[config.mk]
export PLATFORM = sky130hd
export DESIGN_NAME = wind_stow_qualifier
export DESIGN_NICKNAME = d
export VERILOG_FILES = /design/src/rtl/core/wsq_pkg.sv /design/src/rtl/core/wsq_front.sv /design/src/rtl/core/wsq_fifo.sv /design/src/rtl/core/wsq_back.sv /design/src/rtl/core/wind_stow_qualifier.sv
export SDC_FILE = /design/constraint.sdc
export NUM_CORES = 1
export LEC_CHECK = 0
export ABC_AREA = 1
export BUFFER_PORTS_ARGS = -buffer_cell sky130_fd_sc_hd__buf_2
export CORE_MARGIN = 4
export CORE_UTILIZATION = 49
export DETAILED_ROUTE_END_ITERATION = 6
export GPL_TIMING_DRIVEN = 0
export PLACE_DENSITY = 0.65
export SETUP_SLACK_MARGIN = 0.15
export SLEW_MARGIN = 25
export SYNTH_ARGS = -nofsm -noshare
export SYNTH_HDL_FRONTEND = slang
export SYNTH_SLANG_ARGS = --single-unit
[constraint.sdc]
create_clock -name clk -period 4.64 [get_ports clk]
set_input_delay 0.232 -clock clk [delete_from_list [all_inputs] [get_ports clk]]
set_output_delay 0.232 -clock clk [all_outputs]
set_load 0.05 [all_outputs]
[src/rtl/core/wsq_pkg.sv]
// Shared types and constants for the wind stow qualifier.
// Used by the front, queue, back and top-level modules; depends on nothing.
package wsq_pkg;

	// Speed conversion: ((adc * 12596) >> 8) - 4031, knots in signed Q8.8.
	localparam logic [23:0]        SPEED_GAIN   = 24'd12596;
	localparam logic signed [16:0] SPEED_OFFSET = 17'sd4031;

	// Configuration register indexes.
	localparam int unsigned  CFG_INDEX_W        = 2;
	localparam logic [CFG_INDEX_W-1:0] REG_HIGH_THRESHOLD = 2'd0;
	localparam logic [CFG_INDEX_W-1:0] REG_LOW_THRESHOLD  = 2'd1;
	localparam logic [CFG_INDEX_W-1:0] REG_HIGH_HOLD      = 2'd2;
	localparam logic [CFG_INDEX_W-1:0] REG_LOW_HOLD       = 2'd3;

	localparam logic [15:0] HIGH_THRESHOLD_RESET = 16'd8960;
	localparam logic [15:0] LOW_THRESHOLD_RESET  = 16'd7680;
	localparam logic [23:0] HIGH_HOLD_RESET      = 24'd15000;
	localparam logic [23:0] LOW_HOLD_RESET       = 24'd600000;

	// Depth of the queue between front and back.
	localparam int unsigned QUEUE_DEPTH = 4;
	localparam int unsigned QUEUE_PTR_W = $clog2(QUEUE_DEPTH);
	localparam int unsigned QUEUE_CNT_W = $clog2(QUEUE_DEPTH + 1);

	// One classified request as it leaves the front.
	typedef struct packed {
		logic signed [16:0] speed;
		logic [31:0]        now_ms;
		logic               above_high;
		logic               below_high;
		logic               above_low;
		logic               below_low;
		// Time compares against now_ms + hold, used when start is restarted to now_ms.
		logic               late_high_from_now;
		logic               early_high_from_now;
		logic               late_low_from_now;
		logic               early_low_from_now;
	} item_t;

endpackage

[src/rtl/core/wsq_front.sv]
// Front end of the wind stow qualifier: speed conversion and threshold classification.
// Depends on wsq_pkg.
module wsq_front (
	input  logic [9:0]     adc_sample,
	input  logic [31:0]    now_ms,
	input  logic [15:0]    high_threshold,
	input  logic [15:0]    low_threshold,
	input  logic [23:0]    high_hold,
	input  logic [23:0]    low_hold,
	output wsq_pkg::item_t item
);

	logic [23:0]        product;
	logic [15:0]        scaled;
	logic signed [16:0] speed;
	logic signed [17:0] speed_x;
	logic signed [17:0] high_x;
	logic signed [17:0] low_x;
	logic [31:0]        now_plus_high;
	logic [31:0]        now_plus_low;

	assign product = {14'd0, adc_sample} * wsq_pkg::SPEED_GAIN;
	assign scaled  = product[23:8];
	assign speed   = $signed({1'b0, scaled}) - wsq_pkg::SPEED_OFFSET;

	// The thresholds are unsigned, so a negative speed lies below both.
	assign speed_x = {speed[16], speed};
	assign high_x  = $signed({2'b00, high_threshold});
	assign low_x   = $signed({2'b00, low_threshold});

	assign now_plus_high = now_ms + {8'd0, high_hold};
	assign now_plus_low  = now_ms + {8'd0, low_hold};

	always_comb begin
		item.speed               = speed;
		item.now_ms              = now_ms;
		item.above_high          = speed_x > high_x;
		item.below_high          = speed_x < high_x;
		item.above_low           = speed_x > low_x;
		item.below_low           = speed_x < low_x;
		item.late_high_from_now  = now_ms > now_plus_high;
		item.early_high_from_now = now_ms < now_plus_high;
		item.late_low_from_now   = now_ms > now_plus_low;
		item.early_low_from_now  = now_ms < now_plus_low;
	end

endmodule

[src/rtl/core/wsq_fifo.sv]
// Short queue of classified requests between the front and the back.
// Depends on wsq_pkg for the entry type and depth.
module wsq_fifo (
	input  logic           clk,
	input  logic           arst_n,
	input  logic           push,
	input  wsq_pkg::item_t wr_item,
	output logic           full,
	input  logic           pop,
	output wsq_pkg::item_t rd_item,
	output logic           empty
);

	wsq_pkg::item_t                     entry_q [wsq_pkg::QUEUE_DEPTH];
	logic [wsq_pkg::QUEUE_PTR_W-1:0]    wr_ptr_q;
	logic [wsq_pkg::QUEUE_PTR_W-1:0]    rd_ptr_q;
	logic [wsq_pkg::QUEUE_CNT_W-1:0]    count_q;
	logic                               do_push;
	logic                               do_pop;

	assign full    = count_q == wsq_pkg::QUEUE_CNT_W'(wsq_pkg::QUEUE_DEPTH);
	assign empty   = count_q == '0;
	assign do_push = push && !full;
	assign do_pop  = pop && !empty;
	assign rd_item = entry_q[rd_ptr_q];

	always_ff @(posedge clk) begin
		if (do_push) begin
			entry_q[wr_ptr_q] <= wr_item;
		end
	end

	always_ff @(posedge clk or negedge arst_n) begin
		if (!arst_n) begin
			wr_ptr_q <= '0;
			rd_ptr_q <= '0;
			count_q  <= '0;
		end else begin
			if (do_push) begin
				wr_ptr_q <= wr_ptr_q + 1'b1;
			end
			if (do_pop) begin
				rd_ptr_q <= rd_ptr_q + 1'b1;
			end
			if (do_push && !do_pop) begin
				count_q <= count_q + 1'b1;
			end else if (do_pop && !do_push) begin
				count_q <= count_q - 1'b1;
			end
		end
	end

endmodule

[src/rtl/core/wsq_back.sv]
// Back end of the wind stow qualifier: the timed qualifier rules and the result register.
// Depends on wsq_pkg for the classified request type.
module wsq_back (
	input  logic               clk,
	input  logic               arst_n,
	input  wsq_pkg::item_t     item,
	input  logic               item_valid,
	output logic               item_take,
	input  logic [23:0]        high_hold,
	input  logic [23:0]        low_hold,
	input  logic               pop,
	output logic               empty,
	output logic               safe_flag,
	output logic signed [16:0] speed_knots
);

	logic        safe_q;
	logic        high_timing_q;
	logic        low_timing_q;
	logic [31:0] start_ms_q;
	logic        out_valid_q;
	logic        safe_out_q;
	logic signed [16:0] speed_out_q;

	logic [31:0] start_plus_high;
	logic [31:0] start_plus_low;
	logic        late_high;
	logic        early_high;
	logic        late_low;
	logic        early_low;
	logic        rule1, rule2, rule3, rule4, rule5, rule6;
	logic        high_timing_1, high_timing_2, high_timing_3;
	logic        low_timing_4, low_timing_5, low_timing_6;
	logic        safe_2, safe_5;
	logic        start_from_now;
	logic [31:0] start_next;

	assign item_take = item_valid && (!out_valid_q || pop);
	assign empty     = !out_valid_q;
	assign safe_flag   = safe_out_q;
	assign speed_knots = speed_out_q;

	assign start_plus_high = start_ms_q + {8'd0, high_hold};
	assign start_plus_low  = start_ms_q + {8'd0, low_hold};

	always_comb begin
		rule1         = !high_timing_q && item.above_high;
		high_timing_1 = high_timing_q || rule1;
		// Once the high qualifier restarts, its window is measured from now.
		late_high     = rule1 ? item.late_high_from_now  : (item.now_ms > start_plus_high);
		early_high    = rule1 ? item.early_high_from_now : (item.now_ms < start_plus_high);

		rule2         = high_timing_1 && late_high;
		safe_2        = rule2 ? 1'b0 : safe_q;
		high_timing_2 = high_timing_1 && !rule2;
		rule3         = high_timing_2 && item.below_high && early_high;
		high_timing_3 = high_timing_2 && !rule3;

		rule4          = !low_timing_q && !safe_2 && item.below_low;
		low_timing_4   = low_timing_q || rule4;
		// The start register is shared, so either restart moves the low window too.
		start_from_now = rule1 || rule4;
		late_low       = start_from_now ? item.late_low_from_now
		                                : (item.now_ms > start_plus_low);
		early_low      = start_from_now ? item.early_low_from_now
		                                : (item.now_ms < start_plus_low);

		rule5        = low_timing_4 && late_low;
		safe_5       = rule5 ? 1'b1 : safe_2;
		low_timing_5 = low_timing_4 && !rule5;
		rule6        = low_timing_5 && item.above_low && early_low;
		low_timing_6 = low_timing_5 && !rule6;

		start_next = start_from_now ? item.now_ms : start_ms_q;
	end

	always_ff @(posedge clk or negedge arst_n) begin
		if (!arst_n) begin
			safe_q        <= 1'b0;
			high_timing_q <= 1'b0;
			low_timing_q  <= 1'b0;
			start_ms_q    <= '0;
			out_valid_q   <= 1'b0;
		end else begin
			if (item_take) begin
				safe_q        <= safe_5;
				high_timing_q <= high_timing_3;
				low_timing_q  <= low_timing_6;
				start_ms_q    <= start_next;
				out_valid_q   <= 1'b1;
			end else if (pop) begin
				out_valid_q <= 1'b0;
			end
		end
	end

	always_ff @(posedge clk) begin
		if (item_take) begin
			safe_out_q  <= safe_5;
			speed_out_q <= item.speed;
		end
	end

endmodule

[src/rtl/core/wind_stow_qualifier.sv]
// Top level of the wind stow qualifier: configuration registers and the front/queue/back chain.
// Depends on wsq_pkg, wsq_front, wsq_fifo and wsq_back.
//
//   Channel   Ports                                   Transfer when
//   input     push, full, adc_sample, now_ms          push && !full
//   result    pop, empty, safe_flag, speed_knots      pop && !empty
//   config    cfg_write, cfg_index, cfg_data          cfg_write
//
// One request per cycle is sustained while results are popped. A request is classified
// combinationally as it is pushed into a four-entry queue; the back end moves one per cycle
// into the result register while that register is empty or popped, so a result passes
// through a queue entry and then the result register to the result ports. Reset clears the
// qualifier state, the queue and the result valid flag, and loads the default thresholds
// and hold times. A stalled result holds the back end; the queue then fills and full rises.
module wind_stow_qualifier (
	input  logic                                clk,
	input  logic                                arst_n,
	input  logic                                push,
	output logic                                full,
	input  logic [9:0]                          adc_sample,
	input  logic [31:0]                         now_ms,
	input  logic                                pop,
	output logic                                empty,
	output logic                                safe_flag,
	output logic signed [16:0]                  speed_knots,
	input  logic                                cfg_write,
	input  logic [wsq_pkg::CFG_INDEX_W-1:0]     cfg_index,
	input  logic [23:0]                         cfg_data
);

	logic [15:0]    high_threshold_q;
	logic [15:0]    low_threshold_q;
	logic [23:0]    high_hold_q;
	logic [23:0]    low_hold_q;
	wsq_pkg::item_t front_item;
	wsq_pkg::item_t queue_item;
	logic           queue_empty;
	logic           back_take;

	always_ff @(posedge clk or negedge arst_n) begin
		if (!arst_n) begin
			high_threshold_q <= wsq_pkg::HIGH_THRESHOLD_RESET;
			low_threshold_q  <= wsq_pkg::LOW_THRESHOLD_RESET;
			high_hold_q      <= wsq_pkg::HIGH_HOLD_RESET;
			low_hold_q       <= wsq_pkg::LOW_HOLD_RESET;
		end else if (cfg_write) begin
			case (cfg_index)
				wsq_pkg::REG_HIGH_THRESHOLD: high_threshold_q <= cfg_data[15:0];
				wsq_pkg::REG_LOW_THRESHOLD:  low_threshold_q  <= cfg_data[15:0];
				wsq_pkg::REG_HIGH_HOLD:      high_hold_q      <= cfg_data;
				wsq_pkg::REG_LOW_HOLD:       low_hold_q       <= cfg_data;
				default: begin
				end
			endcase
		end
	end

	wsq_front u_front (
		.adc_sample     (adc_sample),
		.now_ms         (now_ms),
		.high_threshold (high_threshold_q),
		.low_threshold  (low_threshold_q),
		.high_hold      (high_hold_q),
		.low_hold       (low_hold_q),
		.item           (front_item)
	);

	wsq_fifo u_fifo (
		.clk     (clk),
		.arst_n  (arst_n),
		.push    (push),
		.wr_item (front_item),
		.full    (full),
		.pop     (back_take),
		.rd_item (queue_item),
		.empty   (queue_empty)
	);

	wsq_back u_back (
		.clk         (clk),
		.arst_n      (arst_n),
		.item        (queue_item),
		.item_valid  (!queue_empty),
		.item_take   (back_take),
		.high_hold   (high_hold_q),
		.low_hold    (low_hold_q),
		.pop         (pop),
		.empty       (empty),
		.safe_flag   (safe_flag),
		.speed_knots (speed_knots)
	);

endmodule

==> results.md <==
Outcome:
- The flow ran to the end, but the final reports show violations.
- The checks that failed: setup timing.

Pwr:
- The total power consumption of the routed design is roughly 24 mW.
- Summed over all nets, the switching power comes to approximately 12 mW.
- In this run, the combinational gates consume approximately 65% of the power.
- The share of power burned in registers is approximately 22%.
- The clock network burns about an eighth of the power.
- Cell internal power was estimated by the tool at ~13 mW.
- The proportion of total power due to net switching is a little under half.
- Power spread over the standard cell area amounts to approximately 800 mW/mm².
- The total leakage power is approximately 14 nW.
- The highest ir drop seen on vdd is approximately 0.9 mV.

Flow run:
- The number of max-capacitance violations reported is 0.

Route:
- The via total after detailed routing is 21400.
- The first-pass iteration count of the detailed router is 5.
- In the final routed layout, each cell accounts on average for 21.1 µm.
- For this block, the routed nets add up to slightly below 80000 µm of wire.
- After detailed routing, the number of remaining DRC violations is 0.
- The detail route stage leaves a number of antenna-violating nets equal to 0.
- After the first detailed-routing iteration, the DRC count stood at about 1600.
- Dividing the detail-routed via count by the number of cells gives 5.71.

Clock network:
- The TritonCTS clock tree is done.
- The worst-skew pair later-pin latency is 0.60 ns.
- The clock passes through at most 3 buffers.
- The total CTS buffers is 41.
- The root buffer cell chosen for the clock tree is sky130_fd_sc_hd__clkbuf_16.
- Counting every sink on the clock net gives 369.
- After clock tree synthesis, the clock-pin slew on the worst setup and hold paths is roughly 0.060 ns.
- The number of H-tree branching levels is 2.

Worst setup path:
- The worst setup path is captured at a flip-flop.
- The delay of the slowest critical-path stage is between 0.5 and 0.6 ns.
- STA puts the critical path data required time at 4.98 ns.
- The arrival time at the worst endpoint is 5.59 ns.
- Among all stages on the critical path, the largest delay is contributed by sky130_fd_sc_hd__fa_1.
- The worst-case reg-to-reg path depth is 36.
- The library cell appearing most often on the critical path is sky130_fd_sc_hd__inv_2.
- The worst setup path is launched from an input port.
- Of all nets on the critical path, the largest fanout is 4.
- The start-to-end type of the worst setup path is in2reg.

Logic synthesis:
- Sequential elements use between 40% and 50% of the synthesized area.
- The post-synthesis net count is about 3200.
- The number of synthesized flops with an enable pin is approximately 250.
- Among all flip-flop cells after synthesis, the most frequent one is sky130_fd_sc_hd__edfxtp_1.
- The number of distinct standard cells referenced by the synthesized netlist is between 60 and 70.
- The fraction of registers with async set or reset after synthesis is approximately 33%.
- The number of synthesized register bits is ~370.
- The instance count of the mapped netlist is around 2800.
- The Yosys step of the flow raised 0 warnings.
- The mapped netlist covers between 0.02 and 0.03 mm².
- In this run the mean area of a mapped cell was roughly 9.1 µm².

Timing:
- The highest clock rate is about 0.19 GHz.
- The final critical-path required period is between 5 and 6 ns.
- The tightest slew margin relative to the limit is between 30% and 40%.
- Setup slack on the critical path of the routed design comes to -0.608 ns.
- The number of hold violations in the final report came to 0.
- The number of setup violations in the final report is 51.
- Between clock sinks in the finished design, the worst skew comes to 0.0308 ns.
- Setup repair after global routing could not meet its margin everywhere.
- The fraction of the cycle the final worst path needs is 113%.
- The total count of max-transition violations in the final report was 0.
- Hold timing on the final database bottoms out at a slack of 0.0210 ns.
- At the pin with the least slew margin, the transition time is 0.972 ns.

Global routing:
- The first global-routing pass estimated between 100000 and 150000 µm of wire.
- The global router's overall resource usage is 28.5%.
- After global routing the overflow that remains totals 0.
- The number of global-route vias before repair is 21400.
- The number of antenna violations at the first check in global routing is 2.
- Entering global routing, the biggest net connects a little under 80 pins.

Finish:
- Excluding fillers, the count of instances in the completed layout stands at about 3800.
- The total of fill cells in the finished design is about 4200.
- The post-route netlist has 18.2% of its cells at a drive strength greater than 1.
- The layout net count is roughly 3500.
- The post-layout utilization of the core is 60.8%.
- After routing the design area is 0.0307 mm².
- The most common cell after layout, fill and taps aside is sky130_fd_sc_hd__nand2_1.
- In the layout the commonest cells are sky130_fd_sc_hd__nand2_1 (482), sky130_fd_sc_hd__ha_1 (299), sky130_fd_sc_hd__inv_1 (258), sky130_fd_sc_hd__edfxtp_1 (246), sky130_fd_sc_hd__o21ai_0 (240).
- The area growth from synthesis to layout is 22.0%.

Die:
- The area of the core is 0.0505 mm².
- The area of the die is 0.0550 mm².
- The total number of placement rows is ~80.
- The I/O pin count is just over 90.
- Measured along the y axis, the die boundary spans around 230 µm.
- The effective utilization at floorplan is 49.8%.
- The horizontal extent of the die is roughly 230 µm.

Placement:
- The post-detailed-placement cell area is between 0.02 and 0.03 mm².
- Counting tap cells, the placed design contains a total of 3555 instances.
- The HPWL after detailed placement is between 60000 and 70000 µm.
- Buffers placed on the I/O ports in this run total 92.
- The routability congestion estimate from global placement is approximately 0.98.

Worst hold path:
- The class of the tightest hold or removal check is in2reg.
- The number of instances on the worst hold path is 1.
[through the flow]
stage / TNS (ns) / setup WS (ns)
floorplan: -9.34 / -0.663
global placement: -349.84 / -1.54
detailed placement: -72.48 / -1.63
CTS: -12.29 / -0.508
global route: -22.94 / -0.798
finish: -12.48 / -0.608
[area by class of cell]
cell class / instances / area (µm²) / share of cell area, %
plain buffers: 59 / 293 / 0.954
well taps: 672 / 841 / 2.74
inverters: 278 / 1070 / 3.49
clock buffers: 54 / 1140 / 3.70
clock inverters: 22 / 208 / 0.677
diodes: 3 / 7.51 / 0.0245
multi-input cells: 2070 / 14600 / 47.6
repair buffers: 226 / 2030 / 6.61
flip-flops and latches: 369 / 10500 / 34.2
[what timing repair did]
| action | in CTS | in global routing |
|---|---|---|
| resized for setup | 170 | 132 |
| setup endpoints to repair | 64 | 76 |
| gates cloned | 3 | 1 |
| setup buffers | 56 | 30 |
| hold endpoints to repair | 148 | 0 |
| pin swaps | 68 | 73 |
| hold buffers | 30 | 0 |
[path summary, 6_finish.rpt]
| path | from | endpoint | slack (ns) |
|---|---|---|---|
| min in group asynchronous | arst_n | u_fifo.rd_ptr_q[1]$_DFFE_PN0P_ | 0.15 |
| setup / recovery | adc_sample[8] | u_fifo.entry_q[3][5]$_DFFE_PP_ | -0.61 |
| setup reg to reg | high_hold_q[0]$_DFFE_PN0P_ | u_back.start_ms_q[17]$_DFFE_PN0P_ | -0.17 |
| max in group asynchronous | arst_n | high_hold_q[7]$_DFFE_PN1P_ | 3.70 |
| hold reg to reg | high_threshold_q[1]$_DFFE_PN0P_ | high_threshold_q[1]$_DFFE_PN0P_ | 0.49 |
| hold / removal | now_ms[21] | u_fifo.entry_q[2][29]$_DFFE_PP_ | 0.02 |
[kinds of logic (layout without fill, tap and decap cells)]
kind of cell / count (synthesis) / count (layout) / synth area share (%)
adders and majority gates: 347 / 347 / 18.0
DFF: 369 / 369 / 41.7
and+or+nand+nor: 946 / 946 / 15.7
buffers and inverters: 338 / 639 / 5.19
AOI/OAI and AO/OA: 639 / 639 / 14.4
other: 0 / 3 / 0
xor gates and xnor gates: 137 / 137 / 4.92
muxes: 1 / 1 / 0.0448
[power groups by stage]
stage	clock network (mW)	logic, mW	registers, mW
after global placement	0	11.7	5.49
after global routing	3.41	17.4	5.47
after CTS	3.26	14.3	5.38
after detailed placement	0	12.3	5.43
after floorplan	0	8.32	5.58
final	3.22	15.8	5.40
[flip-flops by register name, indices dropped and copies added (netlist names)]
| signal | count |
|---|---|
| u_back.low_timing_q | 1 |
| u_fifo.wr_ptr_q | 2 |
| u_back.out_valid_q | 1 |
| u_fifo.entry_q | 228 |
| u_fifo.rd_ptr_q | 2 |
| u_back.start_ms_q | 32 |
| low_hold_q | 24 |
| high_threshold_q | 16 |
| u_back.speed_knots | 17 |
| u_back.safe_flag | 1 |
| low_threshold_q | 16 |
| high_hold_q | 24 |
| u_fifo.count_q | 3 |
| u_back.high_timing_q | 1 |
| u_back.safe_q | 1 |
[Yosys cell counts (5+ instances only)]
cell	count	share of area (%)
sky130_fd_sc_hd__nor3_2	5	0.20
sky130_fd_sc_hd__nand2_2	13	0.32
sky130_fd_sc_hd__buf_2	6	0.12
sky130_fd_sc_hd__o21ai_2	10	0.35
sky130_fd_sc_hd__o21bai_1	6	0.18
sky130_fd_sc_hd__fa_1	24	1.9
sky130_fd_sc_hd__dfrtp_1	101	10
sky130_fd_sc_hd__inv_2	5	0.075
sky130_fd_sc_hd__ha_1	323	16
sky130_fd_sc_hd__a21boi_1	7	0.21
sky130_fd_sc_hd__nand3_1	65	1.3
sky130_fd_sc_hd__clkbuf_1	48	0.72
sky130_fd_sc_hd__a21oi_1	203	4.0
sky130_fd_sc_hd__nand4_1	38	0.95
sky130_fd_sc_hd__inv_1	271	4.0
sky130_fd_sc_hd__o21ai_0	251	5.0
sky130_fd_sc_hd__a21oi_2	5	0.17
sky130_fd_sc_hd__nand2_1	538	8.0
sky130_fd_sc_hd__nor4_1	6	0.15
sky130_fd_sc_hd__dfstp_2	22	2.3
sky130_fd_sc_hd__a31oi_1	16	0.40
sky130_fd_sc_hd__edfxtp_1	246	29
sky130_fd_sc_hd__nor2_1	236	3.5
sky130_fd_sc_hd__a21o_1	18	0.54
sky130_fd_sc_hd__o31ai_1	5	0.15
sky130_fd_sc_hd__xor2_1	68	2.4
sky130_fd_sc_hd__o211ai_1	9	0.27
sky130_fd_sc_hd__nor3_1	21	0.42
sky130_fd_sc_hd__o21ai_1	15	0.30
sky130_fd_sc_hd__xnor2_1	64	2.2
sky130_fd_sc_hd__a211oi_1	5	0.15
sky130_fd_sc_hd__o22ai_1	51	1.3
sky130_fd_sc_hd__o21a_1	15	0.45
[worst max-delay path, delay by kind of cell]
| kind | cells | cell delay, ns |
|---|---|---|
| AOI/OAI and AO/OA | 4 | 0.87 |
| xor gates and xnor gates | 2 | 0.27 |
| adders and majority gates | 7 | 2.47 |
| and+or+nand+nor | 12 | 1.09 |
| buffers and inverters | 8 | 0.65 |
[metal layers]
| metal | vias up | part of all wire [%] | GRT usage [%] |
|---|---|---|---|
| met2 | 722 | 48 | 48.6 |
| met4 | 0 | 4.3 | 11.6 |
| li1 | 10200 | - | - |
| met3 | 161 | 6.5 | 3.44 |
| met5 | - | 0 | 0 |
| met1 | 10400 | 41 | 37.2 |
No activity file was read; power rests on OpenSTA's default activity.
